[config.mk]
export PLATFORM = sky130hd
export DESIGN_NAME = aabb_shared_face_detect
export DESIGN_NICKNAME = d
export VERILOG_FILES = /design/src/rtl/asfd_pkg.sv /design/src/rtl/aabb_shared_face_detect.sv /design/src/rtl/asfd_axis.sv /design/src/rtl/asfd_select.sv
export SDC_FILE = /design/constraint.sdc
export NUM_CORES = 2
export LEC_CHECK = 0
export ABC_CLOCK_PERIOD_IN_PS = 12400
export BUFFER_PORTS_ARGS = -buffer_cell sky130_fd_sc_hd__clkbuf_2
export CORE_ASPECT_RATIO = 1.2
export CORE_UTILIZATION = 54
export CTS_BUF_LIST = sky130_fd_sc_hd__clkbuf_16
export CTS_CLUSTER_SIZE = 28
export DETAILED_ROUTE_END_ITERATION = 10
export GPL_TIMING_DRIVEN = 0
export PLACE_DENSITY_LB_ADDON = 0.3
export SLEW_MARGIN = 0
export SYNTH_ARGS = -nofsm -noshare
export SYNTH_HDL_FRONTEND = slang
export SYNTH_SLANG_ARGS = --single-unit
[constraint.sdc]
create_clock -name clk -period 12.4 [get_ports clk]
set_clock_uncertainty 0.1 [all_clocks]
set_input_delay 1.24 -clock clk [delete_from_list [all_inputs] [get_ports clk]]
set_output_delay 1.24 -clock clk [all_outputs]
set_load 0.05 [all_outputs]
[src/rtl/asfd_pkg.sv]
// Package: types, widths and codes shared by the shared-face detector.
`default_nettype none

package asfd_pkg;

	localparam int COORD_WIDTH = 32;
	localparam int EPS_WIDTH   = 31;
	localparam int AXES        = 3;
	localparam int CMP_WIDTH   = ((COORD_WIDTH + 1 > EPS_WIDTH) ? COORD_WIDTH + 1 : EPS_WIDTH) + 1;

	localparam logic [EPS_WIDTH-1:0] EPS_RESET = EPS_WIDTH'(1);

	localparam logic [1:0] AXIS_X = 2'd0;
	localparam logic [1:0] AXIS_Y = 2'd1;
	localparam logic [1:0] AXIS_Z = 2'd2;

	typedef logic signed [COORD_WIDTH-1:0] coord_t;

	typedef enum logic [1:0] {
		CLS_DISJOINT = 2'd0,
		CLS_OVERLAP  = 2'd1,
		CLS_ALIGNED  = 2'd2
	} axis_cls_t;

	typedef struct packed {
		axis_cls_t cls;
		coord_t    pv;
		coord_t    lo;
		coord_t    hi;
	} axis_res_t;

	typedef struct packed {
		coord_t a_min_x;
		coord_t a_min_y;
		coord_t a_min_z;
		coord_t a_max_x;
		coord_t a_max_y;
		coord_t a_max_z;
		coord_t b_min_x;
		coord_t b_min_y;
		coord_t b_min_z;
		coord_t b_max_x;
		coord_t b_max_y;
		coord_t b_max_z;
	} box_word_t;

	typedef struct packed {
		logic       shared;
		logic [1:0] plane_axis;
		coord_t     plane_value;
		coord_t     area_min_x;
		coord_t     area_min_y;
		coord_t     area_min_z;
		coord_t     area_max_x;
		coord_t     area_max_y;
		coord_t     area_max_z;
	} face_word_t;

endpackage

`default_nettype wire

[src/rtl/aabb_shared_face_detect.sv]
// Top level: two-register pipeline around the shared-face test.
// Takes one box pair per cycle while the output is not stalled and returns one result word per
// pair; the word is valid on the output from the clock edge after the one that accepts the
// pair when the output is not stalled. The pair is held in an input register,
// the per-axis separations, epsilon compares and intersection selection sit in one
// combinational step, and the result lands in an output register; each register advances
// whenever the stage after it is empty or being drained, so a pair is accepted even while a
// finished result waits. The epsilon register resets to 1 and should only be written while
// no pair is in flight. A pair that does not share a face returns an all-zero result word.
`default_nettype none

module aabb_shared_face_detect
	import asfd_pkg::*;
(
	input  wire logic                 clk,
	input  wire logic                 arst_n,
	input  wire logic                 cfg_we,
	input  wire logic [EPS_WIDTH-1:0] cfg_wdata,
	input  wire logic                 box_valid,
	output logic                      box_ready,
	input  wire box_word_t            box,
	output logic                      face_valid,
	input  wire logic                 face_ready,
	output face_word_t                face
);

	logic [EPS_WIDTH-1:0] eps_q;
	logic                 valid_s1;
	logic                 valid_s2;
	logic                 adv_s2;
	box_word_t            box_s1;
	face_word_t           face_s2;
	face_word_t           face_c;
	coord_t               a_min [AXES];
	coord_t               a_max [AXES];
	coord_t               b_min [AXES];
	coord_t               b_max [AXES];
	axis_res_t            ax [AXES];

	assign adv_s2     = !valid_s2 || face_ready;
	assign box_ready  = !valid_s1 || adv_s2;
	assign face_valid = valid_s2;
	assign face       = face_s2;

	always_ff @(posedge clk or negedge arst_n) begin
		if (!arst_n) begin
			eps_q    <= EPS_RESET;
			valid_s1 <= 1'b0;
			valid_s2 <= 1'b0;
		end else begin
			if (cfg_we) begin
				eps_q <= cfg_wdata;
			end
			if (box_ready) begin
				valid_s1 <= box_valid;
			end
			if (adv_s2) begin
				valid_s2 <= valid_s1;
			end
		end
	end

	always_ff @(posedge clk) begin
		if (box_valid && box_ready) begin
			box_s1 <= box;
		end
		if (valid_s1 && adv_s2) begin
			face_s2 <= face_c;
		end
	end

	always_comb begin
		a_min[0] = box_s1.a_min_x;
		a_min[1] = box_s1.a_min_y;
		a_min[2] = box_s1.a_min_z;
		a_max[0] = box_s1.a_max_x;
		a_max[1] = box_s1.a_max_y;
		a_max[2] = box_s1.a_max_z;
		b_min[0] = box_s1.b_min_x;
		b_min[1] = box_s1.b_min_y;
		b_min[2] = box_s1.b_min_z;
		b_max[0] = box_s1.b_max_x;
		b_max[1] = box_s1.b_max_y;
		b_max[2] = box_s1.b_max_z;
	end

	for (genvar i = 0; i < AXES; i++) begin : g_axis
		asfd_axis u_axis (
			.a_min (a_min[i]),
			.a_max (a_max[i]),
			.b_min (b_min[i]),
			.b_max (b_max[i]),
			.eps   (eps_q),
			.res   (ax[i])
		);
	end

	asfd_select u_select (
		.ax   (ax),
		.face (face_c)
	);

endmodule

`default_nettype wire

[src/rtl/asfd_axis.sv]
// Per-axis separation class, contact plane value and interval overlap.
`default_nettype none

module asfd_axis
	import asfd_pkg::*;
(
	input  wire coord_t                 a_min,
	input  wire coord_t                 a_max,
	input  wire coord_t                 b_min,
	input  wire coord_t                 b_max,
	input  wire logic [EPS_WIDTH-1:0]   eps,
	output axis_res_t                   res
);

	logic                          a_low;
	coord_t                        hmin;
	coord_t                        lmax;
	logic signed [COORD_WIDTH:0]   sep;
	logic signed [CMP_WIDTH-1:0]   sep_w;
	logic signed [CMP_WIDTH-1:0]   eps_w;
	logic signed [CMP_WIDTH-1:0]   neg_eps_w;

	// equal mins: second box is the lower one
	assign a_low     = a_min < b_min;
	assign hmin      = a_low ? b_min : a_min;
	assign lmax      = a_low ? a_max : b_max;
	assign sep       = (COORD_WIDTH + 1)'(hmin) - (COORD_WIDTH + 1)'(lmax);
	assign sep_w     = CMP_WIDTH'(sep);
	assign eps_w     = signed'(CMP_WIDTH'(eps));
	assign neg_eps_w = -eps_w;

	always_comb begin
		if (sep_w > eps_w) begin
			res.cls = CLS_DISJOINT;
		end else if (sep_w < neg_eps_w) begin
			res.cls = CLS_OVERLAP;
		end else begin
			res.cls = CLS_ALIGNED;
		end
		res.pv = lmax;
		res.lo = hmin;
		res.hi = (a_max < b_max) ? a_max : b_max;
	end

endmodule

`default_nettype wire

[src/rtl/asfd_select.sv]
// Combines the three axis results into the shared-face result word.
`default_nettype none

module asfd_select
	import asfd_pkg::*;
(
	input  wire axis_res_t ax [AXES],
	output face_word_t     face
);

	logic [AXES-1:0] aligned;
	logic [AXES-1:0] disjoint;
	logic            shared;
	logic [1:0]      axis;
	coord_t          pv;
	coord_t          lo [AXES];
	coord_t          hi [AXES];

	always_comb begin
		for (int i = 0; i < AXES; i++) begin
			aligned[i]  = (ax[i].cls == CLS_ALIGNED);
			disjoint[i] = (ax[i].cls == CLS_DISJOINT);
		end
		shared = (disjoint == '0) && $onehot(aligned);

		axis = AXIS_X;
		pv   = ax[0].pv;
		if (aligned[1]) begin
			axis = AXIS_Y;
			pv   = ax[1].pv;
		end
		if (aligned[2]) begin
			axis = AXIS_Z;
			pv   = ax[2].pv;
		end

		for (int i = 0; i < AXES; i++) begin
			lo[i] = aligned[i] ? pv : ax[i].lo;
			hi[i] = aligned[i] ? pv : ax[i].hi;
		end

		face = '0;
		if (shared) begin
			face.shared      = 1'b1;
			face.plane_axis  = axis;
			face.plane_value = pv;
			face.area_min_x  = lo[0];
			face.area_min_y  = lo[1];
			face.area_min_z  = lo[2];
			face.area_max_x  = hi[0];
			face.area_max_y  = hi[1];
			face.area_max_z  = hi[2];
		end
	end

endmodule

`default_nettype wire

==> results.yml <==
setup_path:
  timing.rr.end: "face[100]"
  r2r-start: "a_min[95]"
  endpoint_kind: "flop"
  crit_top_cell: "maj3_2"
  r2r.worst_path.cells: 40
  path_class: "flop to flop"
  cp.required_ns: 12.67
  critPathBufInv: 7
  max_stage_delay_ns: 0.55
  critPathSlowestCell: "a211oi_1"
  critPathTopFamily: "adder cells"
  reg2reg_slack_ns: 0.11
  cp_max_fo: 10
  arrival_ns: 12.55
  start_kind: "flop"
grt:
  grt_pass1_vias: 33300
  antenna_found_initial: 22
  grt_pass1_wl_mm: 209
  grt_use_total: 0.375
  gr-total-overflow: 0
  grt_max_degree: 76
routing:
  vias: 34200
  drtPass1Iterations: 5
  routed_wl_mm: 147
  drc: 0
  wl_per_cell_um: 26.1
  postRouteAntennaNets: 0
  avgViaCountPerCell: 6.06
  drt_iter0_markers: 3207
cells_and_area:
  syn2layout_area_growth_pct: 17.6
  drive_gt1_frac: 0.210
  fin_nets: 5462
yosys:
  synthArstFlopShare: 0.0512
  synth_fp_nets: 4736
  ys_seq_area_frac: 0.466
  netlist_instances: 3844
  ys_types: 84
  synth_edf_count: 611
  postSynthAreaPerCell_um2: 10.7
  ys_ff_latch: 644
  ys.flop_type: "edfxtp_1"
  syn_area_um2: 41200
  synth.yosys.warnings: 0
clock_network:
  hold_buffers: 0
  cts.path.max_buffers: 3
  root_buffer: "clkbuf_16"
  clk_pin_slew_ns: 0.07
  clk-insertion-delay-late_ns: 0.65
  cts_tree: "yes"
  h-tree-depth: 3
  clock-sinks: 644
  cts_made_buffers: 68
floorplan:
  die_w_um: 254
  core_region_area_um2: 75300
  num_rows: 110
  die-area_um2: 77300
  die_y_um: 304
  ios: 649
  start_util: 0.547
sta:
  fmax_ghz: 0.0814
  slew_violations: 0
  setup_violations: 0
  fin_ws_ns: 0.112
  relSlewSlack: 0.0538
  worst_slew_pin_slew_ns: 1.40
  min_period_ns: 12.29
  fin_crit_sh: 0.991
  hold_viol_final: 0
power_and_ir_drop:
  ir_worst_vdd_v: 0.000163
  powerDensity_nw_per_um2: 228
  p_leak_nw: 21.3
  power_w: 0.0110
place:
  hpwl_mm: 119
  dpl_worst_slack_ns: -2.25
  io_buffers: 647
  place.gp.congestion: 1.01
job:
  maxCapViolations: 0
worst_hold_path:
  min_path_cells: 1
  whs_endpoint: "face_valid"
  hp-class: "flop to flop"
  hold_start: "valid_s1"
run_status:
  status: "finished, final reports clean"
## synth_stat cells (32+ instances only)
library cell / count / area (µm²)
nor3b_1: 41 / 308
a2111oi_2: 41 / 616
a21o_1: 117 / 878
mux2i_1: 126 / 1260
nand2_1: 244 / 916
o21ai_0: 204 / 1020
a2111oi_0: 38 / 333
a21oi_1: 283 / 1420
nor2_1: 367 / 1380
nand4_1: 58 / 363
inv_1: 288 / 1080
clkbuf_1: 108 / 405
xnor2_1: 92 / 806
dfrtp_1: 32 / 801
edfxtp_1: 611 / 18300
nor2b_1: 54 / 338
mux2_2: 48 / 541
nor3_1: 67 / 335
ha_1: 468 / 5860
nand2b_1: 40 / 250
and3_1: 35 / 219
a211oi_1: 60 / 450
nand3_1: 52 / 260
## routing by layer
metal	global-route usage	wire, µm
met4	0.250	11200
met5	0	62
met1	0.434	53600
met2	0.625	70600
met3	0.0772	12000
## cells in the final DEF, fill, tap and decap left out, types with 117 or more instances in the layout
cell / Yosys / layout
ha_1: 468 / 468
mux2i_1: 126 / 121
clkbuf_2: 1 / 658
o21ai_0: 204 / 201
a21oi_1: 283 / 276
edfxtp_1: 611 / 611
nand2_1: 244 / 244
nor2_1: 367 / 366
inv_1: 288 / 298
a21o_1: 117 / 117
## worst reg2reg max path: cells and delay by family, from the launching register on
| family | cells | cell delay [ns] |
|---|---|---|
| AO/OA/AOI/OAI | 11 | 3.11 |
| XOR/XNOR | 1 | 0.23 |
| adder cells (fa/ha/maj) | 9 | 3.25 |
| buffers and inverters | 7 | 1.84 |
| flip-flops | 1 | 0.40 |
| multiplexers | 2 | 0.58 |
| AND/OR/NAND/NOR | 10 | 2.48 |
## timing repair
item / CTS / global route
resized for setup: 39 / 33
pin swaps: 0 / 1
gates cloned: 0 / 0
setup buffers: 1 / 2
setup endpoints to repair: 227 / 227
## layout make-up
| type | instances | area (µm²) |
|---|---|---|
| fill | 6082 | 26900 |
| clock inverter | 53 | 470 |
| multi-input combinational | 2760 | 20400 |
| tap | 1008 | 1260 |
| antenna | 8 | 20.0 |
| clock buffer | 72 | 1800 |
| inverter | 290 | 1090 |
| sequential | 644 | 19200 |
| timing repair buffer | 658 | 3480 |
| buffer | 148 | 648 |
## flip-flops by register name, indices dropped and copies added (netlist names)
register and flops:
a_min 96, eps_q 31, face_valid 1, face 227, valid_s1 1, b_min 96, a_max 96, b_max 96
## metrics by stage
stage,setup TNS [ns],util,cell area (µm²),instances,hold slack (ns)
4_1_cts,0,0.641,48300,5632,0.405
5_1_grt,-0.0300,0.643,48400,5638,0.428
2_1_floorplan,0,-,41200,3844,0.349
3_3_place_gp,-1134.88,0.606,45700,5499,0.363
6_report,0,0.643,48400,5641,0.401
3_5_place_dp,-343.67,0.609,45900,5507,0.388
## power by group
| group | switching (W) | leakage, nW | internal (W) |
|---|---|---|---|
| clock | 0.000916 | 1.16 | 0.00120 |
| combinational | 0.00423 | 13.8 | 0.00173 |
| sequential | 0.000147 | 6.37 | 0.00281 |
| total | 0.00529 | 21.3 | 0.00575 |
## kinds of logic (layout without fill, tap and decap cells)
| kind of cell | count (synthesis) | after routing | synth area share |
|---|---|---|---|
| and+or+nand+nor | 1043 | 1043 | 0.122 |
| AOI/OAI and AO/OA | 936 | 936 | 0.153 |
| DFF | 644 | 644 | 0.466 |
| adders and majority gates | 485 | 485 | 0.148 |
| buffers and inverters | 440 | 1221 | 0.0415 |
| muxes | 175 | 175 | 0.0443 |
| xor gates and xnor gates | 121 | 121 | 0.0258 |
| other | 0 | 8 | 0 |
## worst max-delay path by stage
stage,from,cells past startpoint,slack (ns),to
floorplan,face_ready,2,1.08,a_max[0]
global placement,face_ready,3,-2.19,a_max[31]
detailed placement,b_min[15],42,-2.25,face[142]
CTS,a_min[19],42,0.02,face[5]
global route,a_min[49],44,-0.02,face[162]
finish,a_min[95],40,0.11,face[100]
No activity file was read; power rests on OpenSTA's default activity.
